$ cat src/sv/battery_low_voltage_step_down_assert.svh
// ----------------------------------------------------------------------------
// Assertion macros for the low-voltage step-down block
// Concurrent checks that compile to nothing when SYNTHESIS is defined.
// ----------------------------------------------------------------------------
`ifndef BATTERY_LOW_VOLTAGE_STEP_DOWN_ASSERT_SVH
`define BATTERY_LOW_VOLTAGE_STEP_DOWN_ASSERT_SVH

`ifndef SYNTHESIS

// The expression must hold at every clock edge outside reset.
`define BLVSD_ASSERT_ALWAYS(label, clk, rst, expr) \
   label: assert property (@(posedge clk) disable iff (rst) (expr)) \
      else $error("assertion failed: invariant");

// When the antecedent holds, the consequent must hold at the same edge.
`define BLVSD_ASSERT_IMPLIES(label, clk, rst, ante, cons) \
   label: assert property (@(posedge clk) disable iff (rst) (ante) |-> (cons)) \
      else $error("assertion failed: implication");

`else

`define BLVSD_ASSERT_ALWAYS(label, clk, rst, expr)
`define BLVSD_ASSERT_IMPLIES(label, clk, rst, ante, cons)

`endif

`endif

$ cat src/sv/blvsd_pkg.sv
// ----------------------------------------------------------------------------
// Low-voltage step-down package
// Shared types, register map and reset values.
// ----------------------------------------------------------------------------
package blvsd_pkg;

   // Item kinds carried on req_tuser.
   localparam logic FUNC_BEGIN  = 1'b0;
   localparam logic FUNC_SAMPLE = 1'b1;

   // Flash requests.
   localparam logic [3:0] FLASH_NONE     = 4'd0;
   localparam logic [3:0] FLASH_STEP     = 4'd3;
   localparam logic [3:0] FLASH_CRITICAL = 4'd10;

   localparam logic [3:0] LOW_RUN_MAX = 4'd15;

   typedef enum logic [1:0] {
      PHASE_NORMAL = 2'd0,
      PHASE_WAIT   = 2'd1,
      PHASE_OFF    = 2'd2
   } phase_type;

   typedef enum logic [2:0] {
      REG_LOW_THRESHOLD      = 3'd0,
      REG_CRITICAL_THRESHOLD = 3'd1,
      REG_TRIGGER_COUNT      = 3'd2,
      REG_LEVEL_MOON         = 3'd3,
      REG_LEVEL_LOW          = 3'd4,
      REG_LEVEL_HIGH         = 3'd5,
      REG_MODE_COUNT         = 3'd6,
      REG_FAST_ABOVE         = 3'd7
   } reg_index_type;

   typedef struct packed {
      logic [7:0] low_threshold;
      logic [7:0] critical_threshold;
      logic [3:0] trigger_count;
      logic [7:0] level_moon;
      logic [7:0] level_low;
      logic [7:0] level_high;
      logic [1:0] mode_count;
      logic [7:0] fast_above;
   } cfg_type;

   localparam cfg_type CFG_RESET = '{
      low_threshold:      8'd130,
      critical_threshold: 8'd120,
      trigger_count:      4'd8,
      level_moon:         8'd3,
      level_low:          8'd14,
      level_high:         8'd255,
      mode_count:         2'd3,
      fast_above:         8'd8
   };

   typedef struct packed {
      phase_type  phase;
      logic [3:0] low_run;
      logic [7:0] level;
      logic [1:0] mode_index;
   } state_type;

   localparam state_type STATE_RESET = '{
      phase:      PHASE_OFF,
      low_run:    4'd0,
      level:      8'd0,
      mode_index: 2'd0
   };

   typedef struct packed {
      logic       func;
      logic [7:0] sample;
      logic [1:0] start_mode;
   } item_type;

   typedef struct packed {
      logic [1:0] phase_now;
      logic [1:0] mode_now;
      logic [7:0] flash_level;
      logic [3:0] flash_count;
      logic       fast_pwm;
      logic [7:0] duty_level;
   } result_type;

endpackage

$ cat src/sv/blvsd_step.sv
// ----------------------------------------------------------------------------
// Step-down decision logic
// Computes the next controller state and the result for one item.
// ----------------------------------------------------------------------------
module blvsd_step
   import blvsd_pkg::*;
(
   input  cfg_type    cfg,
   input  state_type  state_cur,
   input  item_type   item,
   output state_type  state_nxt,
   output result_type result
);

   function automatic logic [7:0] mode_level(input cfg_type c, input logic [1:0] idx);
      logic [7:0] lvl;
      case (idx)
         2'd0:    lvl = c.level_moon;
         2'd1:    lvl = c.level_low;
         default: lvl = c.level_high;
      endcase
      return lvl;
   endfunction

   logic [7:0] threshold;
   logic       below;
   logic [3:0] run_inc;
   logic       trigger;
   logic [3:0] run_nxt;
   logic [1:0] mode_top;
   logic [1:0] begin_mode;
   logic [7:0] half;
   logic [7:0] step_level;
   logic [1:0] step_mode;
   logic [3:0] flashes;
   logic [7:0] flash_lvl;

   always_comb begin
      threshold = (state_cur.phase == PHASE_WAIT) ? cfg.critical_threshold
                                                  : cfg.low_threshold;
      below     = item.sample < threshold;
      run_inc   = (state_cur.low_run == LOW_RUN_MAX) ? LOW_RUN_MAX
                                                     : state_cur.low_run + 4'd1;
      trigger   = below && (run_inc > cfg.trigger_count);
      run_nxt   = (below && !trigger) ? run_inc : 4'd0;

      // A mode count of zero behaves like one.
      mode_top   = (cfg.mode_count == 2'd0) ? 2'd0 : cfg.mode_count - 2'd1;
      begin_mode = (item.start_mode > mode_top) ? mode_top : item.start_mode;

      // Halve the level, floored at moon, then drop the mode once if the
      // new level sits below the level of the current mode.
      half = state_cur.level >> 1;
      if (half < cfg.level_moon) begin
         step_level = cfg.level_moon;
         step_mode  = 2'd0;
      end else begin
         step_level = half;
         step_mode  = state_cur.mode_index;
      end
      if (step_mode != 2'd0 && step_level < mode_level(cfg, step_mode)) begin
         step_mode = step_mode - 2'd1;
      end

      state_nxt = state_cur;
      flashes   = FLASH_NONE;
      flash_lvl = 8'd0;

      if (item.func == FUNC_BEGIN) begin
         state_nxt.mode_index = begin_mode;
         state_nxt.level      = mode_level(cfg, begin_mode);
         state_nxt.phase      = PHASE_NORMAL;
         state_nxt.low_run    = 4'd0;
      end else begin
         unique case (state_cur.phase)
            PHASE_NORMAL: begin
               state_nxt.low_run = run_nxt;
               if (trigger) begin
                  if (state_cur.mode_index == 2'd0 &&
                      state_cur.level <= cfg.level_moon) begin
                     state_nxt.phase = PHASE_WAIT;
                  end else begin
                     flashes              = FLASH_STEP;
                     flash_lvl            = state_cur.level;
                     state_nxt.level      = step_level;
                     state_nxt.mode_index = step_mode;
                  end
               end
            end
            PHASE_WAIT: begin
               state_nxt.low_run = run_nxt;
               if (trigger) begin
                  flashes         = FLASH_CRITICAL;
                  flash_lvl       = state_cur.level;
                  state_nxt.level = 8'd0;
                  state_nxt.phase = PHASE_OFF;
               end
            end
            default: begin
               // Shut off: samples leave the state alone.
            end
         endcase
      end

      result.duty_level  = state_nxt.level;
      result.fast_pwm    = state_nxt.level > cfg.fast_above;
      result.flash_count = flashes;
      result.flash_level = flash_lvl;
      result.mode_now    = state_nxt.mode_index;
      result.phase_now   = state_nxt.phase;
   end

endmodule

$ cat src/sv/battery_low_voltage_step_down.sv
// ----------------------------------------------------------------------------
// Battery low-voltage step-down controller
// Tracks battery samples and steps the light level down as the cell sags.
// ----------------------------------------------------------------------------
// Usage: each transaction on the req_ channel is either a begin item
// (req_tuser = 0), which selects a start mode and loads its level, or a
// battery sample (req_tuser = 1). Every input transaction produces exactly
// one result transaction on the rsp_ channel carrying the current level,
// the fast PWM select, any warning flash request, the mode and the phase.
// The item passes an input register, the decision logic and a result
// register, and rsp_tvalid rises once the result register holds it.
// One item is accepted every cycle while the receiver takes every result;
// the state registers update as each item moves from the input register
// into the result register. When the receiver stalls, the result register
// holds its transaction and the input register still takes one more item
// if it is empty; after that req_tready falls until the result is taken.
// Reset empties both registers, loads the register defaults and leaves the
// controller shut off at level zero until a begin item arrives.
// The user must write registers over the csr_ port only while no
// transaction is in flight; the block itself does not enforce this.
// ----------------------------------------------------------------------------
module battery_low_voltage_step_down
   import blvsd_pkg::*;
(
   input  logic        clock,
   input  logic        reset,

   input  logic        req_tvalid,
   output logic        req_tready,
   input  logic [15:0] req_tdata,   // [7:0] sample, [9:8] start_mode, rest zero
   input  logic        req_tuser,   // [0] func

   output logic        rsp_tvalid,
   input  logic        rsp_tready,
   // [7:0] duty_level, [8] fast_pwm, [12:9] flash_count, [20:13] flash_level,
   // [22:21] mode_now, [24:23] phase_now, rest zero
   output logic [31:0] rsp_tdata,

   input  logic        csr_psel,
   input  logic        csr_penable,
   input  logic        csr_pwrite,
   input  logic [4:0]  csr_paddr,
   input  logic [31:0] csr_pwdata,
   output logic [31:0] csr_prdata,
   output logic        csr_pready
);

   `include "battery_low_voltage_step_down_assert.svh"

   // Configuration registers.
   cfg_type       cfg_ff;
   cfg_type       cfg_in;
   reg_index_type csr_index;
   logic          csr_write;

   // Controller state.
   state_type     state_ff;
   state_type     state_in;

   // Input register stage.
   logic          item_valid_ff;
   item_type      item_ff;
   item_type      item_in;

   // Result register stage.
   logic          rsp_valid_ff;
   result_type    rsp_data_ff;
   result_type    step_result;

   logic          rsp_load;
   logic          item_advance;
   logic          req_accept;

   assign csr_pready = 1'b1;
   assign csr_index  = reg_index_type'(csr_paddr[4:2]);
   assign csr_write  = csr_psel && csr_penable && csr_pwrite && csr_pready;

   always_comb begin
      cfg_in = cfg_ff;
      if (csr_write) begin
         unique case (csr_index)
            REG_LOW_THRESHOLD:      cfg_in.low_threshold      = csr_pwdata[7:0];
            REG_CRITICAL_THRESHOLD: cfg_in.critical_threshold = csr_pwdata[7:0];
            REG_TRIGGER_COUNT:      cfg_in.trigger_count      = csr_pwdata[3:0];
            REG_LEVEL_MOON:         cfg_in.level_moon         = csr_pwdata[7:0];
            REG_LEVEL_LOW:          cfg_in.level_low          = csr_pwdata[7:0];
            REG_LEVEL_HIGH:         cfg_in.level_high         = csr_pwdata[7:0];
            REG_MODE_COUNT:         cfg_in.mode_count         = csr_pwdata[1:0];
            REG_FAST_ABOVE:         cfg_in.fast_above         = csr_pwdata[7:0];
            default:                cfg_in = cfg_ff;
         endcase
      end
   end

   always_comb begin
      unique case (csr_index)
         REG_LOW_THRESHOLD:      csr_prdata = {24'd0, cfg_ff.low_threshold};
         REG_CRITICAL_THRESHOLD: csr_prdata = {24'd0, cfg_ff.critical_threshold};
         REG_TRIGGER_COUNT:      csr_prdata = {28'd0, cfg_ff.trigger_count};
         REG_LEVEL_MOON:         csr_prdata = {24'd0, cfg_ff.level_moon};
         REG_LEVEL_LOW:          csr_prdata = {24'd0, cfg_ff.level_low};
         REG_LEVEL_HIGH:         csr_prdata = {24'd0, cfg_ff.level_high};
         REG_MODE_COUNT:         csr_prdata = {30'd0, cfg_ff.mode_count};
         REG_FAST_ABOVE:         csr_prdata = {24'd0, cfg_ff.fast_above};
         default:                csr_prdata = 32'd0;
      endcase
   end

   // The result register loads whenever it is empty or being drained; the
   // item in the input register moves on in that same cycle, and the input
   // register is free for a new transaction when it is empty or moving on.
   assign rsp_load     = !rsp_valid_ff || rsp_tready;
   assign item_advance = item_valid_ff && rsp_load;
   assign req_tready   = !item_valid_ff || rsp_load;
   assign req_accept   = req_tvalid && req_tready;

   assign item_in.func       = req_tuser;
   assign item_in.sample     = req_tdata[7:0];
   assign item_in.start_mode = req_tdata[9:8];

   blvsd_step u_step (
      .cfg       (cfg_ff),
      .state_cur (state_ff),
      .item      (item_ff),
      .state_nxt (state_in),
      .result    (step_result)
   );

   always_ff @(posedge clock) begin
      if (reset) begin
         cfg_ff        <= CFG_RESET;
         state_ff      <= STATE_RESET;
         item_valid_ff <= 1'b0;
         rsp_valid_ff  <= 1'b0;
      end else begin
         cfg_ff <= cfg_in;
         if (item_advance) begin
            state_ff <= state_in;
         end
         if (req_accept) begin
            item_valid_ff <= 1'b1;
         end else if (item_advance) begin
            item_valid_ff <= 1'b0;
         end
         if (rsp_load) begin
            rsp_valid_ff <= item_valid_ff;
         end
      end
   end

   // Payload registers carry no reset.
   always_ff @(posedge clock) begin
      if (req_accept) begin
         item_ff <= item_in;
      end
      if (item_advance) begin
         rsp_data_ff <= step_result;
      end
   end

   assign rsp_tvalid = rsp_valid_ff;
   assign rsp_tdata  = {7'd0, rsp_data_ff};

   // A shut-off controller always sits at level zero.
   `BLVSD_ASSERT_ALWAYS(a_off_level_zero, clock, reset,
      (state_ff.phase != PHASE_OFF) || (state_ff.level == 8'd0))

   // Mode index three never arises.
   `BLVSD_ASSERT_ALWAYS(a_mode_in_range, clock, reset, state_ff.mode_index != 2'd3)

   // A critical flash request always comes with the light shut off.
   `BLVSD_ASSERT_IMPLIES(a_critical_shuts_off, clock, reset,
      rsp_valid_ff && (rsp_data_ff.flash_count == FLASH_CRITICAL),
      (rsp_data_ff.phase_now == PHASE_OFF) && (rsp_data_ff.duty_level == 8'd0))

   // No flash request means no flash level.
   `BLVSD_ASSERT_IMPLIES(a_no_flash_no_level, clock, reset,
      rsp_valid_ff && (rsp_data_ff.flash_count == FLASH_NONE),
      rsp_data_ff.flash_level == 8'd0)

endmodule
$ cat config.mk
export PLATFORM = sky130hd
export DESIGN_NAME = battery_low_voltage_step_down
export DESIGN_NICKNAME = d
export VERILOG_FILES = /design/src/sv/blvsd_pkg.sv /design/src/sv/blvsd_step.sv /design/src/sv/battery_low_voltage_step_down.sv
export VERILOG_INCLUDE_DIRS = /design/src /design/src/sv
export SDC_FILE = /design/constraint.sdc
export NUM_CORES = 1
export LEC_CHECK = 0
export BUFFER_PORTS_ARGS = -buffer_cell sky130_fd_sc_hd__buf_2
export CAP_MARGIN = 20
export CORE_AREA = 2 2 115 117
export CTS_CLUSTER_SIZE = 25
export DETAILED_ROUTE_END_ITERATION = 16
export DIE_AREA = 0 0 117 119
export PLACE_DENSITY = 0.76
export RECOVER_POWER = 100
export REMOVE_ABC_BUFFERS = 1
export SYNTH_ARGS = -nofsm -noshare
export SYNTH_HDL_FRONTEND = slang
export SYNTH_HIERARCHICAL = 1
export SYNTH_SLANG_ARGS = --single-unit
export TNS_END_PERCENT = 1
$ cat constraint.sdc
create_clock -name clock -period 5.56 [get_ports clock]
set_clock_uncertainty 0.05 [all_clocks]
set_input_delay 0.278 -clock clock [delete_from_list [all_inputs] [get_ports clock]]
set_output_delay 0.278 -clock clock [all_outputs]
set_load 0.02 [all_outputs]
==> results.md <==
* Post-synthesis sequential area ratio at 0.368
* Via count at 5,550
* Remaining DRCs at 0
* Gpl congestion at 0.932
* Hold Vio Cnt, Final at 0
* Net Sw Frac at 0.279
* Critical path peak fanout at 9
* TritonCTS clock tree: yes
* CTS max path bufs at 2
* DRT Pass-1 Iters at 5
* Nets at 892
* Number of DRC markers in iteration 0 at 453
* Overall Global Routing Usage at 0.236
* RSZ-0062 raised after global routing: no
* Worst EP required at 5610 ps
* Most common cell in the netlist: nand2_1
* Yosys reg bits at 108
* Synth top area cells: dfxtp_1 (21%), edfxtp_1 (16%), ha_1 (8.4%), mux2i_1 (5.4%), nand2_1 (5.2%)
* Most frequent cells after synthesis: nand2_1 (94), dfxtp_1 (72), a21oi_1 (48), buf_4 (46), ha_1 (46)
* Num CTS Buffers at 9
* Root Driver: clkbuf_16
* Largest area contributor in the netlist: dfxtp_1
* Area share of the largest cell type after synthesis at 0.210
* P_sw at 0.493 mW
* Kind of start point of the critical path: flip-flop
* FP Rows at 42
* Period minus WS final at 5190 ps
* Maxcap violations at 1
* Clk network pwr share at 0.363
* Total gr overflow at 0
* Post-Synthesis Cells at 760
* YS warnings at 6
* Slew HR at -1.05
* Area Overhead vs Synth at 5.43%
* Simple-gate area share of the yosys netlist at 0.177
* Fin crit share at 0.933
* Fin cells at 966
* Die Span Y at 119 um
* XOR/XNOR share of the synthesized area at 0
* Hold path depth at 1
* PortBufs at 63
* Crit path DAT at 5240 ps
* Worst skew pair latency at 360 ps
* Final Max Slew Viols at 73
* Die Wd at 117 um
* Number of synthesized flops with an enable pin at 36
* Antenna violations before repair at 0
* Flop pwr share at 0.484
* Final setup TNS at 0 ps
* Final WL at 15,800 um
* Final antenna-violating net count at 0
* Via/cell ratio at 5.75
* Violated checks: max-capacitance violations, max-slew violations
* Adder-cell share of the synthesized area at 0.0840
* Crit. End Element: flip-flop
* Post-cts hold buffer count at 0
* Post-synthesis mux area share at 0.0886
* Layout cells sized above 1 at 0.100
* Tightest Hold Check Type: primary input to flip-flop
* Reg clk slew, reported paths at 80 ps
* Syn avg cell area at 9.01 um2
* Antenna cells at 0
* Post-synthesis cell type count at 68
* Setup CP Type: flip-flop to flip-flop
* Fmax at 193 MHz
* Outcome: finished with violations
* Placed Instances at 950
* Core area at 12,900 um2
* Worst r2r path cells at 16
* Number of global-route vias before repair at 5,087
* Cell area after synthesis at 6850 um2
* Worst VDD drop at 169 uV
* Power per cell area at 245 nW/um2
* Worst-margin pin slew at 3080 ps
* Setup violators final at 0
* Initial Util at 0.532
* Wire length per cell at 16.3 um
* Internal power at 1.27 mW
* Setup Buffers After CTS at 0
* Combinational power share at 0.153
* Clock Sink Count at 108
* First-pass GRT wire length at 25,900 um
* Die area at 13,900 um2
* PostCTS Resize Cnt at 0
* Most used DFF post-synth: dfxtp_1
* Pin count of the biggest net entering global routing at 73
* Leakage at 2.90 nW
* Post-synthesis async set-or-reset flop share at 0
* Largest family of logic cells by synthesized area: compound AO/OA/AOI/OAI gates
* Hpwl dp at 11,600 um
* Ports at 128
* Compound-Gate Fraction of Synth Area at 0.184
* H-tree levels at 3
[routing by layer]
| metal | GRT usage | part of all wire | vias to the layer above |
|---|---|---|---|
| met4 | 0.0919 | 0.027 | 0 |
| met3 | 0.0341 | 0.060 | 23 |
| met1 | 0.338 | 0.46 | 2613 |
| met5 | 0 | 0 | - |
| met2 | 0.357 | 0.45 | 200 |
| li1 | - | - | 2714 |
[cell families (layout without fill, tap and decap cells)]
group / Yosys count / count (layout)
simple gates: 241 / 241
compound gates: 187 / 187
buf+inv: 119 / 119
flops: 108 / 108
mux: 56 / 56
fa+ha+maj: 46 / 46
other cells: 3 / 33
[cell usage in the layout (no fill, tap or decap), types with 5 or more instances in the layout]
cell	netlist	routed
mux2_2	17	17
a211o_1	12	12
mux2i_1	37	37
clkbuf_1	18	38
nor3_1	15	15
o21a_1	11	11
buf_2	15	28
nand2b_1	8	9
dfxtp_1	72	72
o31ai_1	6	6
edfxtp_1	36	36
conb_1	3	33
nand4_1	5	5
o21ai_0	44	44
a22oi_1	10	10
nand2_1	94	94
nor2_1	43	43
o211ai_1	5	5
ha_1	46	46
inv_1	31	32
nor2b_1	16	16
a211oi_1	7	7
clkbuf_16	0	10
and2_1	9	6
nand3_1	15	17
nand3b_1	15	15
a21oi_1	48	50
[per-stage QoR]
stage | hold slack, ps | utilization | setup WS, ps | total power, mW | cell area (um2)
final | 36.9 | 0.561 | 372 | 1.77 | 7220
after global routing | 31.3 | 0.561 | 74.1 | 1.83 | 7220
after CTS | 29.0 | 0.567 | 712 | 1.78 | 7300
after detailed placement | 406 | 0.544 | 734 | 1.14 | 7000
after global placement | 405 | 0.544 | 761 | 1.14 | 7000
after floorplan | 297 | - | 1250 | 1.05 | 6430
[area by class of cell]
cell class,count,area (um2)
well taps,176,220
clock inverters,5,31.3
repair buffers,68,298
fillers,1211,5660
multi-input cells,563,3750
inverters,35,131
clock buffers,11,264
flip-flops and latches,108,2520
[registers in the layout (all words and copies together) (netlist names)]
| register | count |
|---|---|
| cfg_ff | 54 |
| item_ff | 11 |
| item_valid_ff | 1 |
| rsp_tdata | 25 |
| rsp_tvalid | 1 |
| state_ff | 16 |
[power groups by stage]
| stage | Sequential [mW] | Clock (mW) | Combinational, mW |
|---|---|---|---|
| final | 0.854 | 0.641 | 0.270 |
| after global routing | 0.858 | 0.677 | 0.295 |
| after CTS | 0.854 | 0.653 | 0.272 |
| after detailed placement | 0.872 | 0 | 0.271 |
| after global placement | 0.872 | 0 | 0.267 |
| after floorplan | 0.879 | 0 | 0.171 |
[final timing paths]
check                                                from                        to  slack (ps)
worst max-delay path            state_ff[15]$_SDFFE_PP1P_    rsp_tdata[8]$_DFFE_PP_         370
worst min-delay path                         req_tdata[3]      item_ff[5]$_DFFE_PP_          40
worst max register to register  state_ff[15]$_SDFFE_PP1P_    rsp_tdata[8]$_DFFE_PP_         370
worst min register to register   state_ff[2]$_SDFFE_PP0P_  state_ff[2]$_SDFFE_PP0P_         440
[worst max-delay path: stages (launching register included)]
cell and delay, ps:
dfxtp_1 370, nand2b_1 520, mux2i_1 410, ha_1 310, a211oi_1 230, o21ai_0 300
a2111oi_4 590, and3_1 310, clkbuf_1 320, a21oi_2 90, o31ai_1 440, ha_1 330
o21a_1 120, o21a_1 170, o21a_1 160, o21bai_1 120, a22oi_1 80
No activity file was read; power rests on OpenSTA's default activity.
